===== src/rtl/taie_pkg.sv =====
// Package for the three-address instruction executor: opcodes, widths and payload types.
// Used by every module of the block; depends on nothing.
package taie_pkg;

  localparam int DataWords    = 128;
  localparam int AddrW        = $clog2(DataWords);
  localparam int ProgramLines = 1024;
  localparam int IndexW       = $clog2(ProgramLines);

  typedef enum logic [3:0] {
    OP_ADD  = 4'd0,  OP_SUB = 4'd1,  OP_MUL = 4'd2,  OP_DIV = 4'd3,
    OP_AFC  = 4'd4,  OP_COP = 4'd5,  OP_EQU = 4'd6,  OP_NE  = 4'd7,
    OP_SUP  = 4'd8,  OP_INF = 4'd9,  OP_SE  = 4'd10, OP_LE  = 4'd11,
    OP_JMPF = 4'd12, OP_JMP = 4'd13, OP_PRI = 4'd14, OP_UNK = 4'd15
  } opcode_t;

  typedef struct packed {
    logic [3:0]  mode;
    logic [6:0]  dest_addr;
    logic [6:0]  src_a_addr;
    logic [6:0]  src_b_addr;
    logic signed [31:0] immediate;
    logic [10:0] jump_line;
  } instr_t;

  typedef struct packed {
    logic [9:0]  next_index;
    logic        halted;
    logic        print_valid;
    logic signed [31:0] print_value;
    logic        unknown_op;
    logic        divide_by_zero;
  } result_t;

  // Handshake between the sequencer and the divider.
  typedef struct packed {
    logic        start;
    logic [31:0] dividend;
    logic [31:0] divisor;
  } div_req_t;

endpackage


===== src/rtl/taie_divider.sv =====
// Signed 32-bit restoring divider, one quotient bit per cycle, truncating toward zero.
// Depends on taie_pkg for the request struct.
module taie_divider (
  input  logic               clk,
  input  logic               rst,
  input  taie_pkg::div_req_t req,
  output logic               done,
  output logic [31:0]        quotient
);

  logic [31:0] rem;
  logic [31:0] quo;
  logic [31:0] dvs;
  logic        neg;
  logic [5:0]  count;
  logic        busy;
  logic [32:0] trial;

  assign trial = {rem[31:0], quo[31]} - {1'b0, dvs};

  // Shift-subtract loop; the sign is applied combinationally at the quotient output.
  always_ff @(posedge clk) begin
    if (rst) begin
      busy <= 1'b0;
      done <= 1'b0;
    end else begin
      done <= 1'b0;
      if (req.start) begin
        busy  <= 1'b1;
        count <= 6'd0;
        rem   <= 32'd0;
        quo   <= req.dividend[31] ? (32'd0 - req.dividend) : req.dividend;
        dvs   <= req.divisor[31] ? (32'd0 - req.divisor) : req.divisor;
        neg   <= req.dividend[31] ^ req.divisor[31];
      end else if (busy) begin
        if (!trial[32]) begin
          rem <= trial[31:0];
          quo <= {quo[30:0], 1'b1};
        end else begin
          rem <= {rem[30:0], quo[31]};
          quo <= {quo[30:0], 1'b0};
        end
        count <= count + 6'd1;
        if (count == 6'd31) begin
          busy <= 1'b0;
          done <= 1'b1;
        end
      end
    end
  end

  assign quotient = neg ? (32'd0 - quo) : quo;

endmodule


===== config.mk =====
export PLATFORM = sky130hd
export DESIGN_NAME = taie_divider
export DESIGN_NICKNAME = d
export VERILOG_FILES = /design/src/rtl/taie_pkg.sv /design/src/rtl/taie_divider.sv
export SDC_FILE = /design/constraint.sdc
export NUM_CORES = 1
export LEC_CHECK = 0
export BUFFER_PORTS_ARGS = -buffer_cell sky130_fd_sc_hd__buf_4
export CAP_MARGIN = 5
export CORE_UTILIZATION = 45
export DETAILED_ROUTE_END_ITERATION = 8
export HOLD_SLACK_MARGIN = 0.1
export PLACE_DENSITY_LB_ADDON = 0.05
export SLEW_MARGIN = 40
export SYNTH_ARGS = -nofsm -noshare
export SYNTH_HDL_FRONTEND = slang
export SYNTH_SLANG_ARGS = --single-unit

===== constraint.sdc =====
create_clock -name clk -period 5.4 [get_ports clk]
set_input_delay 1.08 -clock clk [delete_from_list [all_inputs] [get_ports clk]]
set_output_delay 1.08 -clock clk [all_outputs]
set_load 0.03 [all_outputs]

**Yosys cells after proc, flatten, opt, wreduce, memory -nomap -nowiden**

Index checks and enable logic that the tools add are counted.

- $add $sub $neg: 5
- Multipliers: 0
- Div/mod/pow operators: 0
- Order comparisons: 0
- Equality and inequality tests: 1
- Shift operators: 0
- Mux-type cells: 13
- Bitwise gates (word level): 3
- Reductions and logical operators: 4

Operator list:

| cell | number |
|---|---|
| 32-bit two-way mux | 6 |
| 1-bit by 32-bit subtractor with 32-bit output, first input constant | 3 |
| 33-bit by 32-bit subtractor with 33-bit output | 1 |
| 31-bit two-way mux | 1 |
| 6-bit by 1-bit adder with 6-bit output, second input constant | 1 |
| 6-bit by 5-bit equality test with 1-bit output, second input constant | 1 |
| 6-bit two-way mux | 1 |
| 1-bit two-way mux | 5 |
| 2-bit AND reduction | 2 |
| 3-bit OR reduction | 1 |
| 1-bit NOT | 2 |
| 2-bit nonzero test | 1 |
| 1-bit XOR | 1 |

- Register bits: 105
- Latch bits: 0
- Bits in writable memories: 0
- ROM bits: 0
- Bits of input ports: 67
- Output and inout bits: 33
- Logic and storage cells: 34
- Memories kept: 0

**Longest topological paths before layout**

- Word-level depth: 4
- Gate-level depth with buffers: 14
- Mapped depth without buffers: 12

**Least setup slack after synthesis**

No wires, ideal clock.

- Path kind: input -> register
- Start: input port req[64] (netlist name)
- End: register busy
- Setup time: 71 ps
- Arrival: 4,812 ps
- Data required time: 5,329 ps
- Slack: 517 ps
- Stages: 4
- Path buffers: 1
- Cells stage by stage: clkbuf_1 > nor2_1 > nor2_1 > o41a_1

- Cells in the longest elaborated chain, start to end: 1

RTL lines:

| item | RTL line | RTL |
|---|---|---|
| start, declared | taie_divider.sv:6 | `input taie_pkg::div_req_t req,` |
| 1-bit two-way mux | taie_divider.sv:28 | `if (req.start) begin` |
| end signal, assigned | taie_divider.sv:24 | `busy <= 1'b0;` |
| end signal, assigned | taie_divider.sv:29 | `busy <= 1'b1;` |
| end signal, assigned | taie_divider.sv:45 | `busy <= 1'b0;` |
| end, declared | taie_divider.sv:16 | `logic busy;` |

Every way passes these cells.
A chain may end at the register's enable or synchronous reset.

**Worst setup path in the final report**

- Start: register quo[3]
- End: output port quotient[31]

- Cells in the longest elaborated chain, start to end: 2

RTL lines:

| item | RTL line | RTL |
|---|---|---|
| start, declared | taie_divider.sv:12 | `logic [31:0] quo;` |
| start signal, assigned | taie_divider.sv:32 | `quo <= req.dividend[31] ? (32'd0 - req.dividend) : req.dividend;` |
| start signal, assigned | taie_divider.sv:38 | `quo <= {quo[30:0], 1'b1};` |
| start signal, assigned | taie_divider.sv:41 | `quo <= {quo[30:0], 1'b0};` |
| 1-bit by 32-bit subtractor with 32-bit output | taie_divider.sv:52 | `assign quotient = neg ? (32'd0 - quo) : quo;` |
| 32-bit two-way mux | taie_divider.sv:52 |  |
| end, declared | taie_divider.sv:8 | `output logic [31:0] quotient` |

Every way passes these cells.

==> impl_metrics.py <==
metrics = {
    "status": {
        "status": "finished clean",
    },
    "cts": {
        "cts.path.max_buffers": 2,
        "clk_latency_ps": 360,
        "cts_tree": "done",
        "cts-resized-gates": 0,
        "htreeDepth": 3,
        "cts_root_buffer": "clkbuf_16",
        "cts_buffers": 9,
        "cts_setup_buffers": 0,
        "cts_hold_buf": 0,
        "clk_pin_slew_ps": 70,
        "cts_sinks": 105,
    },
    "sta": {
        "slew_headroom": 0.518,
        "timing.setup.tns_ps": 0,
        "period_share": 0.843,
        "setup-violations-final": 0,
        "setup_ws_ps": 848,
        "worstMarginPinSlew_ps": 724,
        "hold_violations": 0,
        "whs_ps": 443,
        "skew_ps": 13.3,
        "timing.final.crit_period_ps": 4550,
        "rsz0062_at_grt": "no",
        "max_freq_mhz": 220,
        "final_max_slew_viol_count": 0,
    },
    "route": {
        "via_count": 6338,
        "post_drt_wl_per_cell_um": 15.3,
        "wl_um": 17600,
        "initialDrtViolationCount": 325,
        "via_per_inst": 5.52,
        "drc": 0,
        "drtAntennaViolNets": 0,
        "drtPass1Iterations": 5,
    },
    "layout": {
        "register_area_um2": 3130,
        "drive_above_1_share": 0.153,
        "nNetsFinal": 1027,
        "multiInputGateArea_um2": 4450,
        "area_growth_pct": 16.3,
        "layout_common_cells": "103 x edfxtp_1, 101 x buf_4, 84 x nor2_1, 84 x xnor2_1, 65 x nand2_1",
        "diodes": 0,
        "postLayoutCoreUtil": 0.544,
        "fillerInstances": 1571,
        "mostFrequentLayoutCell": "edfxtp_1",
    },
    "yosys": {
        "yosysSeqAreaShare": 0.398,
        "synth_seq_cells": 105,
        "synthArstFlopShare": 0,
        "syn_avg_cell_area_um2": 9.39,
        "netlist_instances": 838,
        "synthFlopType": "edfxtp_1",
        "syn_area_um2": 7870,
        "synth.distinct_cells": 58,
        "synth_edf_count": 103,
        "synth_fp_nets": 942,
        "yosysWarnings": 0,
    },
    "job": {
        "maxCapViolations": 0,
    },
    "critical_path": {
        "regToRegSetupSlack_ps": 1690,
        "critPathArrivalTime_ps": 3470,
        "timing.rr.end": "rem[5]$_SDFFCE_PP0P_",
        "critPathLaunchType": "flip-flop",
        "r2r_cells": 12,
        "crit_fanout": 5,
        "r2r_start": "quo[31]$_DFFE_PP_",
        "worstPathRequired_ps": 4320,
        "critPathKind": "reg2out",
        "worstSetupEndpointType": "output pin",
    },
    "power_and_ir_drop": {
        "total_power_mw": 2.62,
        "p_leak_nw": 3.60,
        "power_density_nw_per_um2": 286,
        "peakVddDrop_v": 0.000185,
    },
    "worst_hold_path": {
        "hp-start": "busy$_SDFF_PP0_",
        "holdPathStages": 2,
        "holdPathEnd": "done$_SDFF_PP0_",
        "hp-class": "reg2reg",
    },
    "global_routing": {
        "antenna_found_initial": 0,
        "grt_use_total": 0.199,
        "grt_pass1_vias": 6003,
        "grt_pass1_wl_um": 28800,
        "grt_max_degree": 99,
        "grt-ovfl-total": 0,
    },
    "floorplan": {
        "fp.dieW_um": 134,
        "initial_utilization": 0.468,
        "fp.dieH_um": 134,
        "rows": 47,
        "core_um2": 16800,
        "ios": 100,
        "die_area_um2": 18000,
    },
    "place": {
        "pre_cts_slack_ps": 1240,
        "gp_congestion": 0.891,
        "hpwl_um": 13400,
        "port_buffers": 99,
    },
}
[registers in the layout, indices dropped and copies added, names as in the netlist]
name   cells
dvs       32
neg        1
rem       32
done       1
busy       1
quo       32
count      6
[report_power, final]
group          switching [mW]  internal (mW)  leakage, nW
Clock                   0.285          0.371        0.145
Sequential             0.0492          0.997        0.999
Combinational           0.526          0.389         2.46
Total                   0.860           1.76         3.60
[through the flow]
stage          cell area [µm²]  instances
3_3_place_gp              8800       1130
5_1_grt                   9150       1148
6_report                  9150       1148
2_1_floorplan             7870        838
3_5_place_dp              8850       1132
4_1_cts                   9150       1148
[kinds of logic after synthesis]
| family | after synthesis | share of synthesized area |
|---|---|---|
| AOI/OAI and AO/OA | 199 | 0.162 |
| adders and majority gates | 37 | 0.0598 |
| xor gates and xnor gates | 119 | 0.132 |
| and+or+nand+nor | 266 | 0.166 |
| buffers and inverters | 79 | 0.0385 |
| DFF | 105 | 0.398 |
| muxes | 33 | 0.0431 |
[Yosys cell counts (3+ instances only)]
cell type | number | area [µm²]
o21ai_0 | 50 | 250
o41a_1 | 3 | 33.8
nand2_1 | 65 | 244
and2_1 | 6 | 37.5
xnor2_1 | 84 | 736
clkbuf_1 | 23 | 86.3
and3_1 | 6 | 37.5
nor3_1 | 13 | 65.1
buf_1 | 4 | 15.0
edfxtp_1 | 103 | 3090
a31oi_1 | 8 | 50.1
nand2b_1 | 12 | 75.1
nor2b_1 | 8 | 50.1
a21oi_1 | 56 | 280
nor4_1 | 5 | 31.3
inv_1 | 49 | 184
or2_2 | 4 | 25.0
o31ai_1 | 27 | 203
nor2_1 | 85 | 319
or3_4 | 3 | 33.8
a21o_1 | 14 | 105
xor2_1 | 35 | 307
or4_1 | 9 | 67.6
o21a_1 | 5 | 37.5
mux2_2 | 7 | 78.8
a21boi_0 | 4 | 30.0
mux2i_1 | 26 | 260
a211oi_1 | 7 | 52.6
nand3_1 | 16 | 80.1
ha_1 | 36 | 450
nand4_1 | 8 | 50.1
or3_1 | 15 | 93.8
o41ai_1 | 11 | 96.3
[worst max-delay path, cell delays in order, from the launching register on]
cell	delay, ps
edfxtp_1	440
nor2_2	150
nand4b_1	130
or3_4	360
or4_4	430
or3_4	380
or3_4	360
or2_4	260
o31ai_2	210
xnor2_1	190
buf_4	210
[how the worst max path moves through the flow]
| stage | from | to | slack, ps |
|---|---|---|---|
| after CTS | quo[3]$_DFFE_PP_ | quotient[31] | 850 |
| after floorplan | req[64] | busy$_SDFF_PP0_ | 520 |
| after global routing | quo[1]$_DFFE_PP_ | quotient[28] | 700 |
| after detailed placement | quo[3]$_DFFE_PP_ | quotient[31] | 1240 |
| final | quo[3]$_DFFE_PP_ | quotient[31] | 850 |
| after global placement | quo[3]$_DFFE_PP_ | quotient[31] | 1300 |
[final cells by class]
class,instances,area share
Clock buffer,11,0.0265
Tap cell,220,0.0301
Inverter,49,0.0201
Multi-Input combinational cell,654,0.487
Clock inverter,5,0.00615
Sequential cell,105,0.342
Timing Repair Buffer,104,0.0883
[metal layers]
layer / vias to the layer above / wire length [µm] / GRT usage
met5: - / 0 / 0
met2: 161 / 8050 / 0.322
met4: 0 / 198 / 0.0630
met1: 2956 / 8560 / 0.276
li1: 3208 / - / -
met3: 13 / 785 / 0.0265
No activity file was read; power rests on OpenSTA's default activity.
